### src/design/assert_macros.svh
// ----------------------------------------------------------------------------
// assert_macros.svh
// Concurrent assertion shorthands, sampled on clk, disabled while rst_n is low.
// ----------------------------------------------------------------------------
`ifndef ASSERT_MACROS_SVH
`define ASSERT_MACROS_SVH

// same-cycle implication
`define ASSERT_IMPLIES(lbl, ante, cons) \
    lbl: assert property (@(posedge clk) disable iff (!rst_n) (ante) |-> (cons)) \
        else $error("same-cycle implication failed");

// next-cycle implication
`define ASSERT_NEXT(lbl, ante, cons) \
    lbl: assert property (@(posedge clk) disable iff (!rst_n) (ante) |=> (cons)) \
        else $error("next-cycle implication failed");

`endif

### src/design/mfs_pkg.sv
// ----------------------------------------------------------------------------
// mfs_pkg
// Types and constants of the magnetometer frame smoother.
// ----------------------------------------------------------------------------
package mfs_pkg;

    typedef logic signed [22:0] field_t;
    typedef logic        [15:0] heading_t;
    typedef logic        [22:0] magnitude_t;
    typedef logic signed [16:0] temp_t;
    typedef logic signed [26:0] angle_t;

    localparam logic [2:0]  REG_SMOOTHING_ADDR = 3'd0;
    localparam logic [8:0]  WEIGHT_FULL        = 9'd256;
    localparam int          UT16_PER_COUNT     = 1568;
    localparam logic [11:0] TEMP_OFFSET        = 12'd349;
    // ceil(2^24 / 11); exact quotient for any 20-bit numerator
    localparam logic [20:0] TEMP_RECIP         = 21'd1525202;
    localparam logic [19:0] TEMP_ROUND         = 20'd5;
    localparam angle_t      DEG_FULL           = 27'sd23592960;
    localparam angle_t      HALF_TURN          = 27'sd11796480;
    localparam logic [16:0] HEADING_WRAP       = 17'd46080;
    localparam int          ATAN_DEPTH         = 24;

    // atan(2^-i) in 1/65536 degree
    function automatic angle_t atan_entry(input logic [4:0] idx);
        angle_t v;
        case (idx)
            5'd0:    v = 27'sd2949120;
            5'd1:    v = 27'sd1740967;
            5'd2:    v = 27'sd919879;
            5'd3:    v = 27'sd466945;
            5'd4:    v = 27'sd234379;
            5'd5:    v = 27'sd117304;
            5'd6:    v = 27'sd58666;
            5'd7:    v = 27'sd29335;
            5'd8:    v = 27'sd14668;
            5'd9:    v = 27'sd7334;
            5'd10:   v = 27'sd3667;
            5'd11:   v = 27'sd1833;
            5'd12:   v = 27'sd917;
            5'd13:   v = 27'sd458;
            5'd14:   v = 27'sd229;
            5'd15:   v = 27'sd115;
            5'd16:   v = 27'sd57;
            5'd17:   v = 27'sd29;
            5'd18:   v = 27'sd14;
            5'd19:   v = 27'sd7;
            5'd20:   v = 27'sd4;
            5'd21:   v = 27'sd2;
            5'd22:   v = 27'sd1;
            default: v = 27'sd0;
        endcase
        return v;
    endfunction

endpackage

### src/design/mfs_if.sv
// ----------------------------------------------------------------------------
// mfs_if
// Valid/ready channels for sensor frames and smoothed results.
// ----------------------------------------------------------------------------
interface mfs_frame_if;
    logic       valid;
    logic       ready;
    logic [7:0] x_high_byte;
    logic [7:0] y_high_byte;
    logic [7:0] z_high_byte;
    logic [7:0] temp_frame_byte;
    logic [7:0] xy_low_byte;
    logic [7:0] z_low_byte;
    logic [7:0] temp_low_byte;

    modport source (output valid, x_high_byte, y_high_byte, z_high_byte, temp_frame_byte,
                    xy_low_byte, z_low_byte, temp_low_byte, input ready);
    modport sink   (input valid, x_high_byte, y_high_byte, z_high_byte, temp_frame_byte,
                    xy_low_byte, z_low_byte, temp_low_byte, output ready);
endinterface

interface mfs_result_if;
    logic                   valid;
    logic                   ready;
    mfs_pkg::field_t        field_x;
    mfs_pkg::field_t        field_y;
    mfs_pkg::field_t        field_z;
    mfs_pkg::heading_t      heading;
    mfs_pkg::magnitude_t    magnitude;
    mfs_pkg::temp_t         temperature;

    modport source (output valid, field_x, field_y, field_z, heading, magnitude, temperature,
                    input ready);
    modport sink   (input valid, field_x, field_y, field_z, heading, magnitude, temperature,
                    output ready);
endinterface

### src/design/magnetometer_frame_smoother_top.sv
// ----------------------------------------------------------------------------
// magnetometer_frame_smoother_top
// Frame filter, EMA smoothing, CORDIC heading, magnitude and temperature.
// ----------------------------------------------------------------------------
// One frame is taken only while the block is idle. A frame whose counter equals
// the last accepted one is dropped in its accept cycle. Otherwise the frame runs
// through one shared 24x24 multiplier (scale, weight unless seeding, square per
// axis), then CORDIC_STEPS micro-rotations of the shift/add CORDIC unit, a wrap
// state (the temperature reciprocal multiply shares it), a bit-serial square
// root and a load of the output register. A new frame may be accepted while
// the last result still waits in the output register.
module magnetometer_frame_smoother_top #(
    parameter int CORDIC_STEPS = 16
) (
    input  logic                  clk,
    input  logic                  rst_n,
    input  logic                  psel,
    input  logic                  penable,
    input  logic                  pwrite,
    input  logic [2:0]            paddr,
    input  logic [31:0]           pwdata,
    output logic [31:0]           prdata,
    output logic                  pready,
    mfs_frame_if.sink             frame,
    mfs_result_if.source          result
);
    import mfs_pkg::*;

    localparam int STEP_W = $clog2(CORDIC_STEPS);

    localparam logic [3:0] ST_IDLE   = 4'd0;
    localparam logic [3:0] ST_SCALE  = 4'd1;
    localparam logic [3:0] ST_DIFF   = 4'd2;
    localparam logic [3:0] ST_WMUL   = 4'd3;
    localparam logic [3:0] ST_WADD   = 4'd4;
    localparam logic [3:0] ST_SQMUL  = 4'd5;
    localparam logic [3:0] ST_SQADD  = 4'd6;
    localparam logic [3:0] ST_CORDIC = 4'd7;
    localparam logic [3:0] ST_WRAP   = 4'd8;
    localparam logic [3:0] ST_SQRT   = 4'd9;
    localparam logic [3:0] ST_DONE   = 4'd10;

    localparam logic [1:0] AX_LAST     = 2'd2;
    localparam logic [4:0] SQRT_LAST   = 5'd22;

    logic [3:0]          state_reg;
    logic [1:0]          ax_reg;
    logic [8:0]          weight_reg;
    logic [1:0]          last_counter_reg;
    logic                counter_seen_reg;
    logic                avg_started_reg;
    logic                seed_reg;
    logic [8:0]          w_eff_reg;
    logic                out_valid_reg;

    logic [11:0]         raw_reg [3];
    field_t              avg_reg [3];
    logic signed [47:0]  prod_reg;
    logic signed [23:0]  diff_reg;
    logic [44:0]         acc_reg;
    logic signed [42:0]  cx_reg;
    logic signed [42:0]  cy_reg;
    angle_t              cz_reg;
    logic                zero_hdg_reg;
    logic [STEP_W-1:0]   cordic_cnt_reg;
    heading_t            hdg_reg;
    logic [44:0]         sq_v_reg;
    logic [44:0]         sq_r_reg;
    logic [44:0]         sq_bit_reg;
    logic [4:0]          sq_cnt_reg;
    logic [19:0]         tnum_reg;
    logic [19:0]         tq_reg;
    logic                tneg_reg;

    field_t              out_x_reg;
    field_t              out_y_reg;
    field_t              out_z_reg;
    heading_t            out_hdg_reg;
    magnitude_t          out_mag_reg;
    temp_t               out_temp_reg;

    // request decode
    logic       in_fire;
    logic [1:0] frm_cnt;
    logic       stale;
    logic       cfg_wr;
    logic [8:0] w_sat;
    logic       out_load;

    assign frame.ready = (state_reg == ST_IDLE);
    assign in_fire     = frame.valid && frame.ready;
    assign frm_cnt     = frame.temp_frame_byte[3:2];
    assign stale       = counter_seen_reg && (frm_cnt == last_counter_reg);
    assign w_sat       = (weight_reg > WEIGHT_FULL) ? WEIGHT_FULL : weight_reg;
    assign out_load    = (state_reg == ST_DONE) && (!out_valid_reg || result.ready);

    assign pready = 1'b1;
    assign cfg_wr = psel && penable && pwrite && (paddr == REG_SMOOTHING_ADDR);
    assign prdata = (paddr == REG_SMOOTHING_ADDR) ? {23'd0, weight_reg} : 32'd0;

    // temperature numerator at accept: |(raw-349)*160| + 5
    logic signed [20:0] t_off;
    logic signed [20:0] t_scaled;
    logic [20:0]        t_abs;

    always_comb
    begin
        t_off    = signed'(21'({frame.temp_frame_byte[7:4], frame.temp_low_byte}))
                 - signed'(21'(TEMP_OFFSET));
        t_scaled = (t_off <<< 7) + (t_off <<< 5);
        t_abs    = t_scaled[20] ? 21'(-t_scaled) : t_scaled;
    end

    // shared multiplier
    logic [11:0]        raw_sel;
    field_t             avg_sel;
    logic signed [23:0] mul_a;
    logic signed [23:0] mul_b;
    logic signed [47:0] mul_p;

    assign raw_sel = raw_reg[ax_reg];
    assign avg_sel = avg_reg[ax_reg];

    always_comb
    begin
        case (state_reg)
            ST_SCALE:
            begin
                mul_a = {{12{raw_sel[11]}}, raw_sel};
                mul_b = 24'(UT16_PER_COUNT);
            end
            ST_WMUL:
            begin
                mul_a = diff_reg;
                mul_b = signed'({15'd0, w_eff_reg});
            end
            ST_WRAP:
            begin
                // divide by 11 as a multiply by the scaled reciprocal
                mul_a = signed'({4'd0, tnum_reg});
                mul_b = signed'({3'd0, TEMP_RECIP});
            end
            default:
            begin
                mul_a = {avg_sel[22], avg_sel};
                mul_b = {avg_sel[22], avg_sel};
            end
        endcase
        mul_p = mul_a * mul_b;
    end

    // CORDIC micro-rotation
    logic signed [42:0] xs;
    logic signed [42:0] ys;
    logic signed [42:0] x0;
    logic signed [42:0] y0;
    angle_t             z_wrap;
    logic [16:0]        h_raw;

    always_comb
    begin
        xs     = cx_reg >>> cordic_cnt_reg;
        ys     = cy_reg >>> cordic_cnt_reg;
        x0     = {{4{avg_reg[0][22]}}, avg_reg[0], 16'd0};
        y0     = {{4{avg_reg[1][22]}}, avg_reg[1], 16'd0};
        if (cz_reg < 0)
        begin
            z_wrap = cz_reg + DEG_FULL;
        end
        else if (cz_reg >= DEG_FULL)
        begin
            z_wrap = cz_reg - DEG_FULL;
        end
        else
        begin
            z_wrap = cz_reg;
        end
        h_raw = 17'((z_wrap + 27'sd256) >>> 9);
    end

    // square root step and EMA increment
    logic [44:0] sq_trial;
    logic signed [23:0] ema_inc;

    assign sq_trial = sq_r_reg + sq_bit_reg;
    assign ema_inc  = 24'((prod_reg + 48'sd128) >>> 8);

    // control
    always_ff @(posedge clk or negedge rst_n)
    begin
        if (!rst_n)
        begin
            state_reg        <= ST_IDLE;
            ax_reg           <= 2'd0;
            weight_reg       <= 9'd0;
            last_counter_reg <= 2'd0;
            counter_seen_reg <= 1'b0;
            avg_started_reg  <= 1'b0;
            out_valid_reg    <= 1'b0;
            cordic_cnt_reg   <= '0;
            sq_cnt_reg       <= 5'd0;
        end
        else
        begin
            if (cfg_wr)
            begin
                weight_reg <= pwdata[8:0];
            end
            if (out_load)
            begin
                out_valid_reg <= 1'b1;
            end
            else if (result.ready)
            begin
                out_valid_reg <= 1'b0;
            end
            case (state_reg)
                ST_IDLE:
                begin
                    if (in_fire && !stale)
                    begin
                        counter_seen_reg <= 1'b1;
                        last_counter_reg <= frm_cnt;
                        ax_reg           <= 2'd0;
                        state_reg        <= ST_SCALE;
                    end
                end
                ST_SCALE:
                begin
                    state_reg <= ST_DIFF;
                end
                ST_DIFF:
                begin
                    if (seed_reg)
                    begin
                        if (ax_reg == AX_LAST)
                        begin
                            ax_reg    <= 2'd0;
                            state_reg <= ST_SQMUL;
                        end
                        else
                        begin
                            ax_reg    <= ax_reg + 2'd1;
                            state_reg <= ST_SCALE;
                        end
                    end
                    else
                    begin
                        state_reg <= ST_WMUL;
                    end
                end
                ST_WMUL:
                begin
                    state_reg <= ST_WADD;
                end
                ST_WADD:
                begin
                    if (ax_reg == AX_LAST)
                    begin
                        ax_reg    <= 2'd0;
                        state_reg <= ST_SQMUL;
                    end
                    else
                    begin
                        ax_reg    <= ax_reg + 2'd1;
                        state_reg <= ST_SCALE;
                    end
                end
                ST_SQMUL:
                begin
                    avg_started_reg <= 1'b1;
                    state_reg       <= ST_SQADD;
                end
                ST_SQADD:
                begin
                    if (ax_reg == AX_LAST)
                    begin
                        ax_reg         <= 2'd0;
                        cordic_cnt_reg <= '0;
                        state_reg      <= ST_CORDIC;
                    end
                    else
                    begin
                        ax_reg    <= ax_reg + 2'd1;
                        state_reg <= ST_SQMUL;
                    end
                end
                ST_CORDIC:
                begin
                    cordic_cnt_reg <= cordic_cnt_reg + 1'b1;
                    if (cordic_cnt_reg == STEP_W'(CORDIC_STEPS - 1))
                    begin
                        state_reg <= ST_WRAP;
                    end
                end
                ST_WRAP:
                begin
                    sq_cnt_reg <= 5'd0;
                    state_reg  <= ST_SQRT;
                end
                ST_SQRT:
                begin
                    sq_cnt_reg <= sq_cnt_reg + 5'd1;
                    if (sq_cnt_reg == SQRT_LAST)
                    begin
                        state_reg <= ST_DONE;
                    end
                end
                ST_DONE:
                begin
                    if (out_load)
                    begin
                        state_reg <= ST_IDLE;
                    end
                end
                default:
                begin
                    state_reg <= ST_IDLE;
                end
            endcase
        end
    end

    // datapath
    always_ff @(posedge clk)
    begin
        case (state_reg)
            ST_IDLE:
            begin
                raw_reg[0] <= {frame.x_high_byte, frame.xy_low_byte[7:4]};
                raw_reg[1] <= {frame.y_high_byte, frame.xy_low_byte[3:0]};
                raw_reg[2] <= {frame.z_high_byte, frame.z_low_byte[3:0]};
                seed_reg   <= (w_sat == 9'd0) || !avg_started_reg;
                w_eff_reg  <= w_sat;
                acc_reg    <= 45'd0;
                tneg_reg   <= t_scaled[20];
                tnum_reg   <= t_abs[19:0] + TEMP_ROUND;
            end
            ST_SCALE, ST_WMUL, ST_SQMUL:
            begin
                prod_reg <= mul_p;
            end
            ST_DIFF:
            begin
                if (seed_reg)
                begin
                    avg_reg[ax_reg] <= prod_reg[22:0];
                end
                else
                begin
                    diff_reg <= {prod_reg[22], prod_reg[22:0]} - {avg_sel[22], avg_sel};
                end
            end
            ST_WADD:
            begin
                avg_reg[ax_reg] <= 23'({avg_sel[22], avg_sel} + ema_inc);
            end
            ST_SQADD:
            begin
                acc_reg <= acc_reg + prod_reg[44:0];
                if (ax_reg == AX_LAST)
                begin
                    zero_hdg_reg <= (avg_reg[0] == '0) && (avg_reg[1] == '0);
                    if (avg_reg[0][22])
                    begin
                        cx_reg <= -x0;
                        cy_reg <= -y0;
                        cz_reg <= HALF_TURN;
                    end
                    else
                    begin
                        cx_reg <= x0;
                        cy_reg <= y0;
                        cz_reg <= '0;
                    end
                end
            end
            ST_CORDIC:
            begin
                if (cy_reg > 0)
                begin
                    cx_reg <= cx_reg + ys;
                    cy_reg <= cy_reg - xs;
                    cz_reg <= cz_reg + atan_entry(5'(cordic_cnt_reg));
                end
                else
                begin
                    cx_reg <= cx_reg - ys;
                    cy_reg <= cy_reg + xs;
                    cz_reg <= cz_reg - atan_entry(5'(cordic_cnt_reg));
                end
            end
            ST_WRAP:
            begin
                if (zero_hdg_reg || (h_raw >= HEADING_WRAP))
                begin
                    hdg_reg <= '0;
                end
                else
                begin
                    hdg_reg <= h_raw[15:0];
                end
                sq_v_reg   <= acc_reg;
                sq_r_reg   <= 45'd0;
                sq_bit_reg <= 45'd1 << 44;
                tq_reg     <= mul_p[43:24];
            end
            ST_SQRT:
            begin
                if (sq_v_reg >= sq_trial)
                begin
                    sq_v_reg <= sq_v_reg - sq_trial;
                    sq_r_reg <= (sq_r_reg >> 1) + sq_bit_reg;
                end
                else
                begin
                    sq_r_reg <= sq_r_reg >> 1;
                end
                sq_bit_reg <= sq_bit_reg >> 2;
            end
            ST_DONE:
            begin
                if (!out_valid_reg || result.ready)
                begin
                    out_x_reg    <= avg_reg[0];
                    out_y_reg    <= avg_reg[1];
                    out_z_reg    <= avg_reg[2];
                    out_hdg_reg  <= hdg_reg;
                    out_mag_reg  <= 23'(sq_r_reg + {44'd0, (sq_v_reg > sq_r_reg)});
                    out_temp_reg <= tneg_reg ? 17'(-signed'({1'b0, tq_reg}))
                                             : 17'(tq_reg);
                end
            end
            default:
            begin
            end
        endcase
    end

    assign result.valid       = out_valid_reg;
    assign result.field_x     = out_x_reg;
    assign result.field_y     = out_y_reg;
    assign result.field_z     = out_z_reg;
    assign result.heading     = out_hdg_reg;
    assign result.magnitude   = out_mag_reg;
    assign result.temperature = out_temp_reg;

`include "assert_macros.svh"

    `ASSERT_NEXT(a_stale_dropped, in_fire && stale, (state_reg == ST_IDLE) && $stable(last_counter_reg))
    `ASSERT_IMPLIES(a_cordic_seeded, state_reg == ST_CORDIC, avg_started_reg && counter_seen_reg)
    `ASSERT_IMPLIES(a_heading_range, state_reg == ST_DONE, hdg_reg < HEADING_WRAP[15:0])

endmodule
### src/flat_wrapper.sv
// flat-port wrapper written by rule: the top's interface ports become plain ports
module magnetometer_frame_smoother_top_flat import mfs_pkg::*;
#(
    parameter int CORDIC_STEPS = 16
)
  (clk, rst_n, psel, penable, pwrite, paddr, pwdata, prdata, pready, frame_valid, frame_x_high_byte, frame_y_high_byte, frame_z_high_byte, frame_temp_frame_byte, frame_xy_low_byte, frame_z_low_byte, frame_temp_low_byte, frame_ready, result_valid, result_field_x, result_field_y, result_field_z, result_heading, result_magnitude, result_temperature, result_ready);
  mfs_frame_if frame_i ();
  mfs_result_if result_i ();
  input  logic clk;
  input  logic rst_n;
  input  logic psel;
  input  logic penable;
  input  logic pwrite;
  input  logic [2:0] paddr;
  input  logic [31:0] pwdata;
  output logic [31:0] prdata;
  output logic pready;
  input wire logic [$bits(frame_i.valid)-1:0] frame_valid;
  input wire logic [$bits(frame_i.x_high_byte)-1:0] frame_x_high_byte;
  input wire logic [$bits(frame_i.y_high_byte)-1:0] frame_y_high_byte;
  input wire logic [$bits(frame_i.z_high_byte)-1:0] frame_z_high_byte;
  input wire logic [$bits(frame_i.temp_frame_byte)-1:0] frame_temp_frame_byte;
  input wire logic [$bits(frame_i.xy_low_byte)-1:0] frame_xy_low_byte;
  input wire logic [$bits(frame_i.z_low_byte)-1:0] frame_z_low_byte;
  input wire logic [$bits(frame_i.temp_low_byte)-1:0] frame_temp_low_byte;
  output wire logic [$bits(frame_i.ready)-1:0] frame_ready;
  output wire logic [$bits(result_i.valid)-1:0] result_valid;
  output wire logic [$bits(result_i.field_x)-1:0] result_field_x;
  output wire logic [$bits(result_i.field_y)-1:0] result_field_y;
  output wire logic [$bits(result_i.field_z)-1:0] result_field_z;
  output wire logic [$bits(result_i.heading)-1:0] result_heading;
  output wire logic [$bits(result_i.magnitude)-1:0] result_magnitude;
  output wire logic [$bits(result_i.temperature)-1:0] result_temperature;
  input wire logic [$bits(result_i.ready)-1:0] result_ready;
  assign frame_i.valid = frame_valid;
  assign frame_i.x_high_byte = frame_x_high_byte;
  assign frame_i.y_high_byte = frame_y_high_byte;
  assign frame_i.z_high_byte = frame_z_high_byte;
  assign frame_i.temp_frame_byte = frame_temp_frame_byte;
  assign frame_i.xy_low_byte = frame_xy_low_byte;
  assign frame_i.z_low_byte = frame_z_low_byte;
  assign frame_i.temp_low_byte = frame_temp_low_byte;
  assign frame_ready = frame_i.ready;
  assign result_valid = result_i.valid;
  assign result_field_x = result_i.field_x;
  assign result_field_y = result_i.field_y;
  assign result_field_z = result_i.field_z;
  assign result_heading = result_i.heading;
  assign result_magnitude = result_i.magnitude;
  assign result_temperature = result_i.temperature;
  assign result_i.ready = result_ready;
  magnetometer_frame_smoother_top #(.CORDIC_STEPS(CORDIC_STEPS)) u_core (.clk(clk), .rst_n(rst_n), .psel(psel), .penable(penable), .pwrite(pwrite), .paddr(paddr), .pwdata(pwdata), .prdata(prdata), .pready(pready), .frame(frame_i), .result(result_i));
endmodule
### config.mk
export PLATFORM = sky130hd
export DESIGN_NAME = magnetometer_frame_smoother_top_flat
export DESIGN_NICKNAME = d
export VERILOG_FILES = /design/src/design/mfs_pkg.sv /design/src/design/mfs_if.sv /design/src/design/magnetometer_frame_smoother_top.sv /design/src/flat_wrapper.sv
export VERILOG_INCLUDE_DIRS = /design/src /design/src/design
export SDC_FILE = /design/constraint.sdc
export NUM_CORES = 2
export LEC_CHECK = 0
export BUFFER_PORTS_ARGS = -buffer_cell sky130_fd_sc_hd__buf_2
export CORE_UTILIZATION = 50
export DETAILED_ROUTE_END_ITERATION = 8
export GPL_TIMING_DRIVEN = 0
export MAX_ROUTING_LAYER = met4
export PLACE_DENSITY = 0.74
export SLEW_MARGIN = 20
export SYNTH_ARGS = -nofsm -noshare
export SYNTH_HDL_FRONTEND = slang
export SYNTH_SLANG_ARGS = --single-unit
### constraint.sdc
create_clock -name clk -period 10.6 [get_ports clk]
set_clock_uncertainty 0.1 [all_clocks]
set_input_delay 1.06 -clock clk [delete_from_list [all_inputs] [get_ports clk]]
set_output_delay 1.06 -clock clk [all_outputs]
set_load 0.005 [all_outputs]
---- Yosys cells after proc, flatten, opt, wreduce, memory -nomap -nowiden ----
Memories as Yosys holds them, arrays and structs flattened. A register that Yosys moved wholly into a read port is not among the register bits.
Index checks and enable logic that the tools add are counted.
cells by class
  $add $sub $neg .......................... 27
  $mul .................................... 1
  order comparisons ....................... 7
  eq/ne operators ......................... 21
  shift-type cells ........................ 2
  muxes and demuxes ....................... 55
  bitwise operators ....................... 2
  reduce and logical (&&, ||, !) cells .... 34
operators with widths
  kind                                                                     count
  45-bit case mux with 2 select lines                                      4
  43-bit two-way mux                                                       6
  43-bit case mux with 2 select lines                                      2
  27-bit two-way mux                                                       6
  24-bit case mux with 3 select lines                                      2
  45-bit adder                                                             2
  45-bit two-way mux                                                       2
  43-bit adder                                                             2
  39-bit negator with 43-bit output                                        2
  43-bit by 4-bit >>> shifter with 43-bit output                           2
  43-bit subtractor                                                        2
  27-bit case mux with 2 select lines                                      1
  26-bit two-way mux                                                       2
  23-bit zero test                                                         2
  44-bit by 45-bit adder with 45-bit output                                1
  45-bit >= comparator                                                     1
  45-bit > comparator                                                      1
  24-bit by 24-bit multiplier with 45-bit output                           1
  45-bit subtractor                                                        1
  4-bit case mux with 11 select lines                                      1
  43-bit by 1-bit > comparator with 1-bit output, second input constant    1
  31-bit by 9-bit adder with 31-bit output, second input constant          1
  27-bit adder                                                             1
  27-bit by 26-bit >= comparator with 1-bit output, second input constant  1
  other kinds (54)                                                         102
storage, ports and cells
  register bits after elaboration ......... 558
  bits in writable memories ............... 105
  bits in read-only memories .............. 704
  output and inout bits ................... 160
  word-level logic and storage cells ...... 183
  memories kept ........................... 4
memories
  memory           words  width  rd ports  clocked after Yosys merged registers in  write ports  RTL line                               RTL
  (no name shown)  16     22     1         0                                        0            mfs_pkg.sv:28                          case (idx)
  (no name shown)  16     22     1         0                                        0            mfs_pkg.sv:28
  u_core.avg_reg   3      23     4         1                                        1            magnetometer_frame_smoother_top.sv:57  field_t avg_reg [3];
  u_core.raw_reg   3      12     1         0                                        3            magnetometer_frame_smoother_top.sv:56  logic [11:0] raw_reg [3];

---- Depth between registers and ports, before layout ----
  word-level depth ........................ 6
  depth in mapped cells ................... 36

---- Least setup slack after synthesis ----
Ideal clock, no wire load.
  path type ............................... input to register
  start ................................... input result_ready
  end ..................................... register u_core.out_x_reg[0], in the netlist u_core.result.field_x[0], read port of u_core.avg_reg, enable pin
  setup time .............................. 787 ps
  data arrival time ....................... 10159 ps
  setup slack ............................. -446 ps
  cell stages on the path ................. 2
  path buffers ............................ 0
  cell sequence ........................... nand2b_1 -> nor3b_1
on the way
  word-level cells in the longest chain between the ends .. 2
RTL lines
  item                                  RTL line                                RTL
  from (decl)                           flat_wrapper.sv:34                      input wire logic [$bits(result_i.ready)-1:0] result_ready;
  1-bit logical OR                      magnetometer_frame_smoother_top.sv:423  if (!out_valid_reg || result.ready)
  2-bit AND reduction (no source line)  n/a
  to (decl)                             magnetometer_frame_smoother_top.sv:75   field_t out_x_reg;
No other way between the ends.
A chain may end at the register's enable or synchronous reset.

---- Worst setup path in the final report ----
  start ................................... register u_core.ax_reg[0]
  end ..................................... register u_core.prod_reg[43], data pin
on the way
  word-level cells in the longest chain between the ends .. 3
  elaborated cells between the ends (all ways) .. 5
RTL lines
  item                                                           RTL line                                RTL
  from (decl)                                                    magnetometer_frame_smoother_top.sv:47   logic [1:0] ax_reg;
  from (signal assigned)                                         magnetometer_frame_smoother_top.sv:243  ax_reg <= ax_reg + 2'd1;
  from (signal assigned)                                         magnetometer_frame_smoother_top.sv:265  ax_reg <= ax_reg + 2'd1;
  from (signal assigned)                                         magnetometer_frame_smoother_top.sv:284  ax_reg <= ax_reg + 2'd1;
  memory 3 x 23 bit / memory 3 x 12 bit (equally long branches)  n/a
  24-bit case mux with 3 select lines                            magnetometer_frame_smoother_top.sv:126  case (state_reg)
  24-bit by 24-bit multiplier with 45-bit output *               magnetometer_frame_smoother_top.sv:149  mul_p = mul_a * mul_b;
  named net u_core.mul_p[43]                                     magnetometer_frame_smoother_top.sv:119  logic signed [47:0] mul_p;
  to (signal assigned)                                           magnetometer_frame_smoother_top.sv:341  prod_reg <= mul_p;
  to (decl)                                                      magnetometer_frame_smoother_top.sv:58   logic signed [47:0] prod_reg;
Mark *: on every way through the listed nets, which the timed path passes. The rest lies on a longest branch.

==> flow_summary.ini <==
[critical_path]
end_kind = register
crit_family = adder cells
startpoint_type = register
cp_slowest_stage_delay_ns = 0.99
critPathMaxFanout = 10
reg2reg_from = u_core.ax_reg[0]$_DFFE_PN0P_
critPathArrivalTime_ns = 10.83
worstPathRequired_ns = 10.97
startpoint = u_core.ax_reg[0]$_DFFE_PN0P_
crit_type = reg -> reg
cpMostUsedCell = fa_1
crit_slowest_cell = o21ai_1
crit_buf_inv = 6

[sta]
finalSetupViolCount = 0
finalCritPeriodShare_pct = 98.61
drv_slew = 0
slew_headroom_pct = 17.67
worstMarginPinSlew_ns = 1.227
setup_tns_ns = 0
whs_ns = 0.3166
fin_crit_ns = 10.45
hold_viol_final = 0
max_freq_mhz = 95.67
setup_ws_ns = 0.1478

[synth]
synthArstFlopShare_pct = 4.252
avgSynthCellArea_sq_um = 9.616
synthFlopType = edfxtp_1
synth_most_common_cell = inv_1
synth_cell_type_count = 105
yosysTopAreaCell = edfxtp_1
ys_seq_area_share_pct = 28.51
netlist_top_cells_area = edfxtp_1 (27%), fa_1 (16%), ha_1 (8.8%)
synth_cells = 7418
synth_edf_count = 653
ys_warn_count = 0
synth_common_cells = inv_1 (852), nor2_1 (729), nand2_1 (727)
synth_top_area_share_pct = 27.49
ys_ff_latch = 682
syn_area_sq_um = 71330

[place]
dp_hpwl_um = 209500
dpl.cell_count = 9581
post_dp_cell_area_sq_um = 75520
pre_cts_slack_ns = -2.541
routabilityCongestion = 1.038
io_buffers = 204

[status]
status = complete, no violations

[layout]
largest_reg_flops = 92
post-route-util_pct = 55.97
instances_no_fill = 9745
layout-drive-gt1-share_pct = 11.33
fin_nets = 8970
fin_area_sq_um = 79250
area_growth_pct = 11.10

[die]
chipHeight_um = 379.7
die_w_um = 379.7
core-area_sq_um = 141600
start_util_pct = 50.38
rows = 138
ios = 258
dieArea_sq_um = 144200

[cts]
cts_tree = done
path_clk_slew_ns = 0.06
cts_max_path_buffers = 3
cts_hold_buf = 0
cts.htree.levels = 3
cts_sinks = 682
cts_buffers = 81
clk_latency_ns = 0.72
clockRootBuffer = clkbuf_16

[power_and_ir_drop]
max-vdd-ir-drop_mv = 0.1518
p_per_area_nw_per_um2 = 76.80
finalPower_mw = 6.086
p_leak_nw = 33.84

[drt]
drc_errors = 0
via_per_inst = 6.100
via_count = 59450
drt-initial-drc-count = 5843
routed_wirelength_um = 255700
firstDrtPassIters = 6
wl_per_cell_um = 26.24
drtAntennaViolNets = 0

[grt]
grt_antenna_before_repair = 10
grt_pass1_vias = 59150
grt_pass1_wl_um = 378200
grt-ovfl-total = 0
grt_max_degree = 62
grt_usage_pct = 36.15

[min_path]
hp-class = reg -> reg
worstHoldStart = u_core.hdg_reg[1]$_SDFFCE_PP0N_

[job]
drv_cap = 0
## layout by cell type (no fill, tap or decap), types with 21 or more instances in the layout
cell type  Yosys  routed
nand2b_1      84      83
nor2_1       729     712
mux2i_1       73      73
o21ai_0      410     404
clkbuf_1     182     129
clkbuf_2       0      36
nor4_1        35      33
conb_1         2      24
buf_4         27      65
or3_1         53      53
xor2_1       210     209
a211oi_1      50      48
inv_1        852     848
fa_1         586     584
xnor2_1      383     382
mux4_2        99      99
nor3_1        81      77
o21a_1        67      61
nand2_1      727     717
clkbuf_16      0      82
o21bai_1      52      52
and3_1        65      65
o211ai_1      21      21
and2_1        47      45
buf_2         25     249
a31oi_1       90      88
ha_1         500     500
a21oi_1      368     354
a21o_1       155     153
nand3_1      109     107
edfxtp_1     653     653
o31ai_1       37      36
or2_2         30      29
mux2_2        68      68
nor2b_1       77      77
dfrtp_1       29      28
nand4_1       56      56
## final timing paths
check                                                      end  slack (ns)  depth (start not counted)
max                              u_core.prod_reg[43]$_DFFE_PP_        0.15                         28
min                         u_core.result.heading[1]$_DFFE_PP_        0.32                          0
max reg2reg                      u_core.prod_reg[43]$_DFFE_PP_        0.15                         28
min reg2reg                 u_core.result.heading[1]$_DFFE_PP_        0.32                          0
max in group asynchronous      u_core.state_reg[0]$_DFFE_PN0P_        9.24                          1
min in group asynchronous  u_core.counter_seen_reg$_DFFE_PN0P_        0.41                          1
## routing by layer
layer / GRT usage [%] / share of wire (%)
met1: 45.37 / 40
met2: 57.59 / 47
met3: 4.744 / 7.4
met4: 18.00 / 6.1
met5: - / 0
## cells by family (layout without fill, tap and decap cells)
family | Yosys count | count (layout) | share of synthesized area (%)
AO/OA/AOI/OAI | 1491 | 1491 | 13.18
XOR/XNOR | 593 | 593 | 7.281
adder cells (fa/ha/maj) | 1086 | 1086 | 25.22
buffers and inverters | 1139 | 1551 | 6.311
flip-flops | 682 | 682 | 28.51
multiplexers | 249 | 249 | 5.555
other | 2 | 27 | 0.01053
AND/OR/NAND/NOR | 2176 | 2176 | 13.94
## layout make-up
class	instances	area, sq um
timing repair buffer	277	1833
buffer	264	1384
clock inverter	48	691.9
multi-input combinational	5619	47220
inverter	861	3253
clock buffer	101	2153
fill	12530	62340
sequential	682	20340
antenna	3	7.507
tap	1890	2365
## power breakdown
group	switching, mW	leakage, nW	internal (mW)
sequential	0.00754	6.43	2.93
combinational	0.0837	26.0	0.0665
clock	1.26	1.36	1.74
total	1.35	33.8	4.73
## what timing repair did
item / 4_1_cts / 5_1_grt
setup endpoints to repair: 46 / 18
setup buffers: 13 / 12
pin swaps: 6 / 7
resized for setup: 151 / 103
Note: power is estimated with default switching activity, not from simulation.
